File: src/sv/input_event_to_hid_report_defines.svh
// ----------------------------------------------------------------------------
// input_event_to_hid_report_defines.svh
// Assertion macros shared by the HID report builder.
// ----------------------------------------------------------------------------
`ifndef INPUT_EVENT_TO_HID_REPORT_DEFINES_SVH
`define INPUT_EVENT_TO_HID_REPORT_DEFINES_SVH

// condition holds at every clock edge outside reset
`define IEHR_ASSERT_NOW(label, cond, msg) \
   label: assert property (@(posedge clock) disable iff (reset) (cond)) else $error(msg);

// antecedent at one edge implies consequent at the next
`define IEHR_ASSERT_NEXT(label, ante, cons, msg) \
   label: assert property (@(posedge clock) disable iff (reset) (ante) |=> (cons)) \
      else $error(msg);

`endif

File: src/sv/iehr_pkg.sv
// ----------------------------------------------------------------------------
// iehr_pkg
// Types and constants of the HID keyboard and mouse report builder.
// ----------------------------------------------------------------------------
package iehr_pkg;

   localparam int SlotCount = 6;
   localparam int PackSlots = 6;
   localparam int PackCount = (SlotCount < PackSlots) ? SlotCount : PackSlots;
   localparam int NumFunc   = 8;
   localparam int FuncIdxW  = 3;
   localparam int CodeW     = 10;
   localparam int UsageW    = 8;
   localparam int ValueW    = 32;
   localparam int MoveW     = 8;
   localparam int ModW      = 8;
   localparam int BtnW      = 3;
   localparam int HitW      = 4;
   localparam int KeySlotsW = 48;
   localparam int ReqDataW  = 56;
   localparam int RspDataW  = 88;

   typedef logic [CodeW-1:0]    code_type;
   typedef logic [UsageW-1:0]   usage_type;
   typedef logic [FuncIdxW-1:0] func_idx_type;
   typedef usage_type [SlotCount-1:0] slot_array_type;

   typedef enum logic [1:0] {
      KIND_KEY   = 2'd0,
      KIND_MOUSE = 2'd1,
      KIND_TICK  = 2'd2
   } kind_type;

   typedef enum logic [1:0] {
      CLASS_OTHER = 2'd0,
      CLASS_KEY   = 2'd1,
      CLASS_REL   = 2'd2
   } class_type;

   localparam logic [ValueW-1:0] KEY_RELEASE = 32'd0;
   localparam logic [ValueW-1:0] KEY_PRESS   = 32'd1;

   localparam code_type REL_X = 10'd0;
   localparam code_type REL_Y = 10'd1;

   localparam func_idx_type FUNC_FIRE    = 3'd0;
   localparam func_idx_type FUNC_FORWARD = 3'd7;

   localparam logic signed [ValueW-1:0] MOVE_MAX = 32'sd127;
   localparam logic signed [ValueW-1:0] MOVE_MIN = -32'sd127;

   // LCtrl, LShift, LAlt, LMeta, RCtrl, RShift, RAlt, RMeta
   localparam code_type ModCodes [ModW] = '{
      10'd29, 10'd42, 10'd56, 10'd125, 10'd97, 10'd54, 10'd100, 10'd126
   };
   // left, right, middle
   localparam code_type BtnCodes [BtnW] = '{10'd272, 10'd273, 10'd274};

   typedef struct packed {
      logic      press_en;
      logic      clear_en;
      usage_type usage;
   } slot_op_type;

   typedef struct packed {
      logic                 kbd_valid;
      logic                 mouse_valid;
      logic [ModW-1:0]      modifier_bits;
      logic [KeySlotsW-1:0] key_slots;
      logic [BtnW-1:0]      button_bits;
      logic [MoveW-1:0]     move_x;
      logic [MoveW-1:0]     move_y;
      logic [HitW-1:0]      function_hit;
      logic                 fire_flag;
      logic                 forward_enable;
   } rsp_type;

endpackage

File: src/sv/iehr_slot_update.sv
// ----------------------------------------------------------------------------
// iehr_slot_update
// Pressed-key slot search: fills the first empty slot on press, clears the
// first matching slot on release, flags any occupied slot.
// ----------------------------------------------------------------------------
module iehr_slot_update (
   input  iehr_pkg::slot_array_type slots_cur,
   input  iehr_pkg::slot_op_type    slot_op,
   output iehr_pkg::slot_array_type slots_next,
   output logic                     slots_busy
);
   import iehr_pkg::*;

   always_comb begin
      logic done;
      done       = 1'b0;
      slots_next = slots_cur;
      slots_busy = 1'b0;
      for (int i = 0; i < SlotCount; i++) begin
         if (slots_cur[i] != '0) begin
            slots_busy = 1'b1;
         end
         if (!done) begin
            if (slot_op.press_en && slots_cur[i] == '0) begin
               slots_next[i] = slot_op.usage;
               done          = 1'b1;
            end else if (slot_op.clear_en && slots_cur[i] == slot_op.usage) begin
               slots_next[i] = '0;
               done          = 1'b1;
            end
         end
      end
   end

endmodule

File: src/sv/input_event_to_hid_report.sv
// ----------------------------------------------------------------------------
// input_event_to_hid_report
// Builds boot-protocol HID keyboard and mouse reports from input events
// and report ticks; catches eight configurable function keys.
// ----------------------------------------------------------------------------
//  channel   dir  handshake          payload
//  req_      in   tvalid/tready      tuser kind, tdata event fields
//  rsp_      out  tvalid/tready      tuser valid flags, tdata report fields
//  csr_      in   we (no wait)       index 0..7, function key code
//
//  One item per cycle unless stalled; each result is registered on accept.
//  The state update and slot search resolve in the accept cycle.
//  Output register plus one skid entry: input stalls only when both are full.
//  Synchronous reset clears state and function key codes, not output data.
// ----------------------------------------------------------------------------
`include "input_event_to_hid_report_defines.svh"

module input_event_to_hid_report (
   input  logic                          clock,
   input  logic                          reset,
   input  logic                          req_tvalid,
   output logic                          req_tready,
   // class[1:0] code[11:2] value[43:12] usage[51:44] kbd_ready[52]
   // mouse_ready[53] link_up[54]
   input  logic [iehr_pkg::ReqDataW-1:0] req_tdata,
   // kind[1:0]
   input  logic [1:0]                    req_tuser,
   output logic                          rsp_tvalid,
   input  logic                          rsp_tready,
   // modifier_bits[7:0] key_slots[55:8] button_bits[58:56] move_x[66:59]
   // move_y[74:67] function_hit[78:75] fire_flag[79] forward_enable[80]
   output logic [iehr_pkg::RspDataW-1:0] rsp_tdata,
   // kbd_valid[0] mouse_valid[1]
   output logic [1:0]                    rsp_tuser,
   input  logic                          csr_we,
   input  logic [iehr_pkg::FuncIdxW-1:0] csr_index,
   input  logic [iehr_pkg::CodeW-1:0]    csr_wdata
);
   import iehr_pkg::*;

   function automatic logic [MoveW-1:0] clamp_delta(input logic signed [ValueW-1:0] v);
      if (v > MOVE_MAX) begin
         return MOVE_MAX[MoveW-1:0];
      end else if (v < MOVE_MIN) begin
         return MOVE_MIN[MoveW-1:0];
      end
      return v[MoveW-1:0];
   endfunction

   // input fields
   logic [1:0]        ev_kind;
   logic [1:0]        ev_class;
   code_type          ev_code;
   logic [ValueW-1:0] ev_value;
   usage_type         ev_usage;
   logic              kbd_ready;
   logic              mouse_ready;
   logic              link_up;

   // state
   code_type          func_code_ff [NumFunc];
   logic              fwd_on_ff, fwd_on_in;
   logic              fire_on_ff, fire_on_in;
   logic [ModW-1:0]   mod_ff, mod_in;
   slot_array_type    slots_ff, slots_in;
   logic [BtnW-1:0]   btn_ff, btn_in;
   logic [MoveW-1:0]  sum_x_ff, sum_x_in;
   logic [MoveW-1:0]  sum_y_ff, sum_y_in;

   // output stage
   logic              out_valid_ff;
   rsp_type           out_data_ff;
   logic              skid_valid_ff;
   rsp_type           skid_data_ff;

   logic              req_accept;
   logic              out_free;
   rsp_type           rsp_in;
   slot_op_type       slot_op;
   logic              slots_busy;
   logic              func_match;
   func_idx_type      func_idx;
   logic              mod_match;
   logic [2:0]        mod_idx;
   logic [BtnW-1:0]   btn_mask;
   logic [ModW-1:0]   mod_bit;

   assign ev_kind     = req_tuser;
   assign ev_class    = req_tdata[1:0];
   assign ev_code     = req_tdata[11:2];
   assign ev_value    = req_tdata[43:12];
   assign ev_usage    = req_tdata[51:44];
   assign kbd_ready   = req_tdata[52];
   assign mouse_ready = req_tdata[53];
   assign link_up     = req_tdata[54];

   assign req_tready = !skid_valid_ff;
   assign req_accept = req_tvalid && req_tready;
   assign out_free   = !out_valid_ff || rsp_tready;

   iehr_slot_update u_slot_update (
      .slots_cur  (slots_ff),
      .slot_op    (slot_op),
      .slots_next (slots_in),
      .slots_busy (slots_busy)
   );

   // code matches; lowest function number wins
   always_comb begin
      func_match = 1'b0;
      func_idx   = '0;
      for (int i = NumFunc - 1; i >= 0; i--) begin
         if (func_code_ff[i] == ev_code) begin
            func_match = 1'b1;
            func_idx   = FuncIdxW'(i);
         end
      end
      mod_match = 1'b0;
      mod_idx   = '0;
      for (int i = ModW - 1; i >= 0; i--) begin
         if (ModCodes[i] == ev_code) begin
            mod_match = 1'b1;
            mod_idx   = 3'(i);
         end
      end
      for (int i = 0; i < BtnW; i++) begin
         btn_mask[i] = (BtnCodes[i] == ev_code);
      end
      mod_bit = ModW'(1) << mod_idx;
   end

   always_comb begin
      fwd_on_in  = fwd_on_ff;
      fire_on_in = fire_on_ff;
      mod_in     = mod_ff;
      btn_in     = btn_ff;
      sum_x_in   = sum_x_ff;
      sum_y_in   = sum_y_ff;
      slot_op    = '{press_en: 1'b0, clear_en: 1'b0, usage: ev_usage};
      rsp_in     = '0;
      case (kind_type'(ev_kind))
         KIND_KEY: begin
            if (ev_class == CLASS_KEY && func_match) begin
               if (ev_value == KEY_PRESS) begin
                  rsp_in.function_hit = HitW'({1'b0, func_idx}) + HitW'(1);
                  if (func_idx == FUNC_FIRE) begin
                     fire_on_in = !fire_on_ff;
                  end
                  if (func_idx == FUNC_FORWARD) begin
                     fwd_on_in = !fwd_on_ff;
                  end
               end
            end else if (fwd_on_ff && ev_class == CLASS_KEY) begin
               if (mod_match) begin
                  if (ev_value == KEY_PRESS) begin
                     mod_in = mod_ff | mod_bit;
                  end else if (ev_value == KEY_RELEASE) begin
                     mod_in = mod_ff & ~mod_bit;
                  end
               end else if (ev_usage != '0) begin
                  slot_op.press_en = (ev_value == KEY_PRESS);
                  slot_op.clear_en = (ev_value == KEY_RELEASE);
               end
            end
         end
         KIND_MOUSE: begin
            if (fwd_on_ff) begin
               if (ev_class == CLASS_KEY) begin
                  if (ev_value == KEY_PRESS) begin
                     btn_in = btn_ff | btn_mask;
                  end else if (ev_value == KEY_RELEASE) begin
                     btn_in = btn_ff & ~btn_mask;
                  end
               end else if (ev_class == CLASS_REL) begin
                  if (ev_code == REL_X) begin
                     sum_x_in = sum_x_ff + clamp_delta(ev_value);
                  end else if (ev_code == REL_Y) begin
                     sum_y_in = sum_y_ff + clamp_delta(ev_value);
                  end
               end
            end
         end
         KIND_TICK: begin
            sum_x_in = '0;
            sum_y_in = '0;
            if (fwd_on_ff && kbd_ready && link_up && (mod_ff != '0 || slots_busy)) begin
               rsp_in.kbd_valid     = 1'b1;
               rsp_in.modifier_bits = mod_ff;
               for (int i = 0; i < PackCount; i++) begin
                  rsp_in.key_slots[8*i +: 8] = slots_ff[i];
               end
            end
            if (mouse_ready && link_up &&
                (sum_x_ff != '0 || sum_y_ff != '0 || btn_ff != '0)) begin
               rsp_in.mouse_valid = 1'b1;
               rsp_in.button_bits = btn_ff;
               rsp_in.move_x      = sum_x_ff;
               rsp_in.move_y      = sum_y_ff;
            end
         end
         default: begin
         end
      endcase
      rsp_in.fire_flag      = fire_on_in;
      rsp_in.forward_enable = fwd_on_in;
   end

   always_ff @(posedge clock) begin
      if (reset) begin
         for (int i = 0; i < NumFunc; i++) begin
            func_code_ff[i] <= '0;
         end
         fwd_on_ff     <= 1'b0;
         fire_on_ff    <= 1'b0;
         mod_ff        <= '0;
         slots_ff      <= '0;
         btn_ff        <= '0;
         sum_x_ff      <= '0;
         sum_y_ff      <= '0;
         out_valid_ff  <= 1'b0;
         skid_valid_ff <= 1'b0;
      end else begin
         if (csr_we) begin
            func_code_ff[csr_index] <= csr_wdata;
         end
         if (req_accept) begin
            fwd_on_ff  <= fwd_on_in;
            fire_on_ff <= fire_on_in;
            mod_ff     <= mod_in;
            slots_ff   <= slots_in;
            btn_ff     <= btn_in;
            sum_x_ff   <= sum_x_in;
            sum_y_ff   <= sum_y_in;
         end
         if (out_free) begin
            if (skid_valid_ff) begin
               out_valid_ff  <= 1'b1;
               skid_valid_ff <= 1'b0;
            end else begin
               out_valid_ff <= req_accept;
            end
         end else if (req_accept) begin
            skid_valid_ff <= 1'b1;
         end
      end
   end

   always_ff @(posedge clock) begin
      if (out_free) begin
         if (skid_valid_ff) begin
            out_data_ff <= skid_data_ff;
         end else if (req_accept) begin
            out_data_ff <= rsp_in;
         end
      end else if (req_accept) begin
         skid_data_ff <= rsp_in;
      end
   end

   assign rsp_tvalid        = out_valid_ff;
   assign rsp_tuser         = {out_data_ff.mouse_valid, out_data_ff.kbd_valid};
   assign rsp_tdata[7:0]    = out_data_ff.modifier_bits;
   assign rsp_tdata[55:8]   = out_data_ff.key_slots;
   assign rsp_tdata[58:56]  = out_data_ff.button_bits;
   assign rsp_tdata[66:59]  = out_data_ff.move_x;
   assign rsp_tdata[74:67]  = out_data_ff.move_y;
   assign rsp_tdata[78:75]  = out_data_ff.function_hit;
   assign rsp_tdata[79]     = out_data_ff.fire_flag;
   assign rsp_tdata[80]     = out_data_ff.forward_enable;
   assign rsp_tdata[87:81]  = '0;

   `IEHR_ASSERT_NOW(a_skid_behind_out, !skid_valid_ff || out_valid_ff, "skid item without output item")
   `IEHR_ASSERT_NEXT(a_tick_clears_sums, req_accept && ev_kind == KIND_TICK, sum_x_ff == '0 && sum_y_ff == '0, "sums not cleared by tick")
   `IEHR_ASSERT_NEXT(a_fire_holds_idle, !req_accept, $stable(fire_on_ff) && $stable(fwd_on_ff), "toggle flag moved without an item")
   `IEHR_ASSERT_NOW(a_kbd_needs_fwd, !(out_valid_ff && out_data_ff.kbd_valid) || out_data_ff.forward_enable, "keyboard report while forwarding off")

endmodule

File: config.mk
export PLATFORM = sky130hd
export DESIGN_NAME = input_event_to_hid_report
export DESIGN_NICKNAME = d
export VERILOG_FILES = /design/src/sv/iehr_pkg.sv /design/src/sv/iehr_slot_update.sv /design/src/sv/input_event_to_hid_report.sv
export VERILOG_INCLUDE_DIRS = /design/src /design/src/sv
export SDC_FILE = /design/constraint.sdc
export NUM_CORES = 1
export LEC_CHECK = 0
export ABC_CLOCK_PERIOD_IN_PS = 5640
export BUFFER_PORTS_ARGS = -buffer_cell sky130_fd_sc_hd__buf_2
export CAP_MARGIN = 5
export CORE_MARGIN = 1
export CORE_UTILIZATION = 35
export CTS_BUF_LIST = sky130_fd_sc_hd__clkbuf_16
export DETAILED_ROUTE_END_ITERATION = 12
export REMOVE_ABC_BUFFERS = 1
export SLEW_MARGIN = 20
export SYNTH_ARGS = -nofsm -noshare
export SYNTH_HDL_FRONTEND = slang
export SYNTH_HIERARCHICAL = 1
export SYNTH_SLANG_ARGS = --single-unit
export TNS_END_PERCENT = 50
File: constraint.sdc
create_clock -name clock -period 5.64 [get_ports clock]
set_input_delay 1.692 -clock clock [delete_from_list [all_inputs] [get_ports clock]]
set_output_delay 1.692 -clock clock [all_outputs]
set_load 0.005 [all_outputs]
---- Yosys cells after proc, flatten, opt, wreduce, memory -nomap -nowiden ----
Memories as Yosys holds them, arrays and structs flattened.
Cells that the tools add are included.
cells by class
  $add $sub $neg .......................... 3
  $lt $le $gt $ge ......................... 2
  eq/ne operators ......................... 38
  shift operators ......................... 1
  muxes and demuxes ....................... 139
  bitwise gates (word level) .............. 13
  reduce and logical (&&, ||, !) cells .... 72
operator list
  kind                   count
  $mux W8                38
  $mux W83               2
  $eq A10 B10 Y1         8
  $reduce_bool A8 Y1     10
  $mux W77               1
  $mux W1                66
  $mux W3                19
  $mux W56               1
  $eq A8 B8 Y1           6
  $logic_not A8 Y1       6
  $eq A7 B10 Y1 const A  4
  $eq A32 B1 Y1 const B  1
  $gt A32 B8 Y1 const B  1
  $logic_not A32 Y1      1
  $lt A32 B8 Y1 const B  1
  $pmux W8 S2            2
  $eq A6 B10 Y1 const A  3
  $eq A9 B10 Y1 const A  3
  $logic_and A1 B1 Y1    20
  $mux W19               1
  $reduce_bool A2 Y1     9
  $add A8 B8 Y8          2
  $reduce_and A3 Y1      5
  $mux W4                3
  29 further kinds       55
word-level totals
  flip-flop bits (word level) ............. 245
  memory bits (writable) .................. 80
  input bits .............................. 76
  output and inout port bits .............. 92
  logic and storage cells ................. 303
  memories kept ........................... 1
memories
  name          depth  bits a word  rd ports  clocked after memory_dff  write ports  line                             text
  func_code_ff  8      10           8         0                         8            input_event_to_hid_report.sv:61  code_type func_code_ff [NumFunc];

---- Depth between registers and ports, before layout ----
  depth after elaboration ................. 23
  depth in mapped cells ................... 17
  depth with buffers taken out ............ 16

---- Hierarchy ----
The synthesis kept the hierarchy.
modules (own cells, without submodules)
  module                     instances  cells each  area each (um^2)  sequential area each (um^2)
  input_event_to_hid_report  1          1291        15025.7           8968.6
  iehr_slot_update           1          168         1378.8            0.0

---- Worst setup path before layout ----
OpenSTA, ideal clock, no wires.
  kind .................................... in2reg
  start ................................... in req_tvalid
  end ..................................... reg skid_data_ff[0] (netlist bit), enable pin
  data arrival time ....................... 5.524 ns
  required time ........................... 5.115 ns
  path slack .............................. -0.409 ns
  stages on the path ...................... 3
  buffers on the path ..................... 1
  cell sequence ........................... nand2_1 > clkbuf_1 > nor2_1
on the way
  longest elaborated chain between the ends .. 2
ends and longest elaborated chain
  item                         line                              text
  from (decl)                  input_event_to_hid_report.sv:21   input logic req_tvalid,
  $logic_and A1 B1 Y1          input_event_to_hid_report.sv:98   assign req_accept = req_tvalid && req_tready;
  $reduce_and A2 Y1 (no line)  --
  to (signal assigned)         input_event_to_hid_report.sv:256  skid_data_ff <= rsp_in;
  to (decl)                    input_event_to_hid_report.sv:74   rsp_type skid_data_ff;
Every way passes these cells.
A chain may end at the register's enable or synchronous reset.

---- Worst setup path after layout ----
  start ................................... in req_tdata[18] (netlist bit)
  end ..................................... reg sum_y_ff[6]
on the way
  longest elaborated chain between the ends .. 23
ends and longest elaborated chain
  item                  line                              text
  from (decl)           input_event_to_hid_report.sv:25   input logic [iehr_pkg::ReqDataW-1:0] req_tdata,
  $lt A32 B8 Y1         input_event_to_hid_report.sv:44   end else if (v < MOVE_MIN) begin
  $mux W1               input_event_to_hid_report.sv:44
  $mux W1               input_event_to_hid_report.sv:42   if (v > MOVE_MAX) begin
  $mux W1               input_event_to_hid_report.sv:177  end else if (ev_code == REL_Y) begin
  $mux W1               input_event_to_hid_report.sv:175  if (ev_code == REL_X) begin
  $mux W1               input_event_to_hid_report.sv:174  end else if (ev_class == CLASS_REL) begin
  $mux W1               input_event_to_hid_report.sv:168  if (ev_class == CLASS_KEY) begin
  $mux W1               input_event_to_hid_report.sv:167  if (fwd_on_ff) begin
  [... 7 more ...]      --
  $mux W8 *             input_event_to_hid_report.sv:141  case (kind_type'(ev_kind))
  $add A8 B8 Y8 *       input_event_to_hid_report.sv:178  sum_y_in = sum_y_ff + clamp_delta(ev_value);
  $mux W8 *             input_event_to_hid_report.sv:177
  $mux W8 *             input_event_to_hid_report.sv:175
  $mux W8 *             input_event_to_hid_report.sv:174
  $mux W8 *             input_event_to_hid_report.sv:168
  $mux W8 *             input_event_to_hid_report.sv:167
  $pmux W8 S2 *         input_event_to_hid_report.sv:141
  to (signal assigned)  input_event_to_hid_report.sv:233  sum_y_ff <= sum_y_in;
  to (decl)             input_event_to_hid_report.sv:68   logic [MoveW-1:0] sum_y_ff, sum_y_in;
Every way passes the cells marked *; elsewhere a longest branch is shown, timed or not. The select of a mux whose other input is x is not followed.

==> impl_metrics.csv <==
group,metric,value,unit
run_status,status,"complete, no violations",
yosys,yosys-top-cells-area,"edfxtp_1 45%, dfxtp_1 9.6%, and2_1 5.8%, mux2_2 5.6%, xor2_1 4.0%",
sta,fmax,0.201,GHz
grt,antenna_found_initial,4,
clocking,cts_root_buffer,"clkbuf_16",
grt,grt_pass1_vias,11300,
placement,io_buffer_count,159,
route,drt_wl_total,40100,µm
yosys,netlist_area,16400,µm²
power,power.density,296,nW/µm²
route,vias,11500,
grt,grtUsageTotal,17.0,%
critical_path,arrival,5410,ps
yosys,ys_types,70,
route,viasPerCell,5.17,
clocking,cts_setup_buffers,0,
placement,placed_cell_area,17800,µm²
die,num_io_pins,168,
sta,finalClockSkew,21.7,ps
die,coreArea,45800,µm²
final_layout,syn_to_final_growth,16.2,%
yosys,ys.warnings.count,6,
clocking,clkLatencyLatePin,550,ps
yosys,avgSynthCellArea,11.2,µm²
critical_path,critPathMaxFanout,6,
sta,period_minus_slack,4970,ps
yosys,seq_area_frac_synth,54.7,%
yosys,synth_top_area_share,45.0,%
flow_run,drv_cap,0,
critical_path,worstPathRequired,6080,ps
die,die_w,218,µm
route,wl_per_cell,18.0,µm
yosys,yosysTopAreaCell,"edfxtp_1",
critical_path,start_kind,"primary input",
clocking,tritoncts,"done",
critical_path,path_class,"in -> reg",
route,drtIter0Drc,728,
yosys,synth-edff-count,246,
final_layout,fin_area,19100,µm²
route,route.detailed.drc,0,
sta,drv_slew,0,
grt,grt_max_degree,81,
sta,hold_viol_final,0,
placement,post-dp-hpwl,26600,µm
yosys,syn-instance-count,1459,
grt,gr-total-overflow,0,
clocking,cts_made_buffers,38,
clocking,htreeDepth,2,
sta,setup_viol,0,
sta,fin_ws,667,ps
yosys,async_flop_share,0,%
final_layout,n_fill_cell,4265,
route,drtAntennaViolNets,0,
sta,rsz0062_at_grt,"false",
hold_path,min_path_type,"reg -> reg",
die,rows,78,
power,ir_drop,0.225,mV
final_layout,drive_above_1_share,22.5,%
sta,tns,0,ps
power,p_leak,6.97,nW
die,initial_core_util,35.8,%
yosys,ys.flop_type,"edfxtp_1",
power,power.total,5.65,mW
sta,worst_pin_slew,959,ps
route,dr.pass1.iters,5,
yosys,ys_seq_elements,325,
die,die_y,218,µm
die,die_area,47700,µm²
clocking,cts.sinks,325,
final_layout,layout.nets,1690,
placement,gp_congestion,0.842,
clocking,ctsResizeCount,0,
sta,relSlewSlack,36.1,%
grt,grt_pass1_wl,63400,µm
clocking,clockBufferDepth,3,
placement,pre_cts_slack,142,ps
sta,period_share,88.2,%
clocking,ctsHoldBuffers,0,
clocking,clk_pin_slew,60,ps
critical_path,crit_path_end_kind,"flop",
sta,whs,468,ps
==> critical path: stages <==
cell	delay, ps
buf_2	100
or4_1	520
or4_1	460
a31o_2	320
nand2_1	130
ha_1	190
inv_1	60
fa_1	370
nor2b_1	190
or2_2	150
a311oi_1	40
a311o_1	370
a2111o_1	350
and2_1	150
a221o_1	310
==> power by group <==
part           internal [mW]  switching, mW  total (mW)
registers               2.66         0.0379        2.70
clock network           1.54           1.00        2.55
logic                  0.147          0.251       0.398
total                   4.35           1.29        5.65
==> path summary, 6_finish.rpt <==
| kind | startpoint | end | slack [ps] | depth (start not counted) |
|---|---|---|---|---|
| max | req_tdata[18] | sum_y_ff[6]$_SDFFE_PP0P_ | 670 | 15 |
| min reg2reg | flop | flop | 470 | 2 |
| max reg2reg | func_code_ff[2][4]$_SDFFCE_PN0P_ | slots_ff[14]$_SDFFE_PP0P_ | 1930 | 13 |
| min | flop | flop | 470 | 2 |
==> placed cells by master, fill, tap and decap left out, types with 9 or more instances in the layout <==
cell,n
edfxtp_1,246
buf_2,159
nand2_1,155
and2_1,152
mux2_2,81
dfxtp_1,79
a21oi_1,78
xor2_1,74
xnor2_1,60
nor2_1,51
nor4_1,45
nand3_1,42
a22o_1,41
clkbuf_16,39
nor3_1,34
nand4_1,27
buf_4,24
inv_1,22
nor2b_1,15
o21ai_0,13
or2_2,13
ha_1,12
or4_1,9
==> stage by stage <==
step,utilization [%],std cells
2_1_floorplan,-,1376
3_5_place_dp,38.8,2160
5_1_grt,41.7,2229
4_1_cts,41.6,2228
3_3_place_gp,38.8,2160
6_report,41.7,2230
==> sequential cells by signal (all words and copies together), names as in the netlist, 2 cells and up, named ones only <==
signal        count
func_code_ff     80
rsp_tdata        81
rsp_tuser         2
skid_data_ff     83
slots_ff         48
sum_x_ff          8
sum_y_ff          8
==> layout make-up <==
type	instances	area [µm²]	area share, %
timing repair buffer	184	996	5.22
antenna	2	5.00	0.0262
sequential	325	8970	47.0
inverter	17	65.1	0.341
tap	600	751	3.94
clock buffer	39	976	5.12
multi-input combinational	1034	6990	36.7
clock inverter	29	315	1.65
==> metal layers <==
layer	vias to the layer above	part of all wire (%)	wire (µm)	global-route usage, %
li1	5573	-	-	-
met5	-	0.067	27	0
met3	77	5.2	2080	3.48
met4	4	3.0	1200	5.90
met2	266	48	19100	28.1
met1	5618	44	17700	22.0
==> synth_stat cells (all sizes together), types with 4 or more instances <==
| cell type | n |
|---|---|
| edfxtp | 246 |
| a21oi | 78 |
| nor3 | 34 |
| nor4 | 49 |
| nor2b | 16 |
| dfxtp | 79 |
| a31oi | 9 |
| o31ai | 7 |
| mux2 | 81 |
| nand3b | 5 |
| clkbuf | 55 |
| inv | 17 |
| nor4b | 5 |
| nand3 | 42 |
| or2 | 15 |
| nand2b | 8 |
| buf | 34 |
| o21a | 4 |
| o21ai | 16 |
| and2 | 152 |
| a22o | 48 |
| ha | 12 |
| nand2 | 156 |
| and3 | 8 |
| or3 | 6 |
| a311oi | 4 |
| nand4 | 27 |
| a21o | 4 |
| xnor2 | 60 |
| and4 | 6 |
| nor2 | 52 |
| or4 | 9 |
| xor2 | 74 |
==> logic make-up (layout without fill, tap and decap cells) <==
group                      count (synthesis)  count (layout)  synth area share (%)
and+or+nand+nor                          599             599                  19.8
DFF                                      325             325                  54.7
AOI/OAI and AO/OA                        198             198                  8.48
xor gates and xnor gates                 134             134                  7.15
buffers and inverters                    106             269                  3.12
muxes                                     82              82                  5.62
adders and majority gates                 14              14                  1.16
other                                      1               9                0.0229
Power figures use the tool's default switching activity.
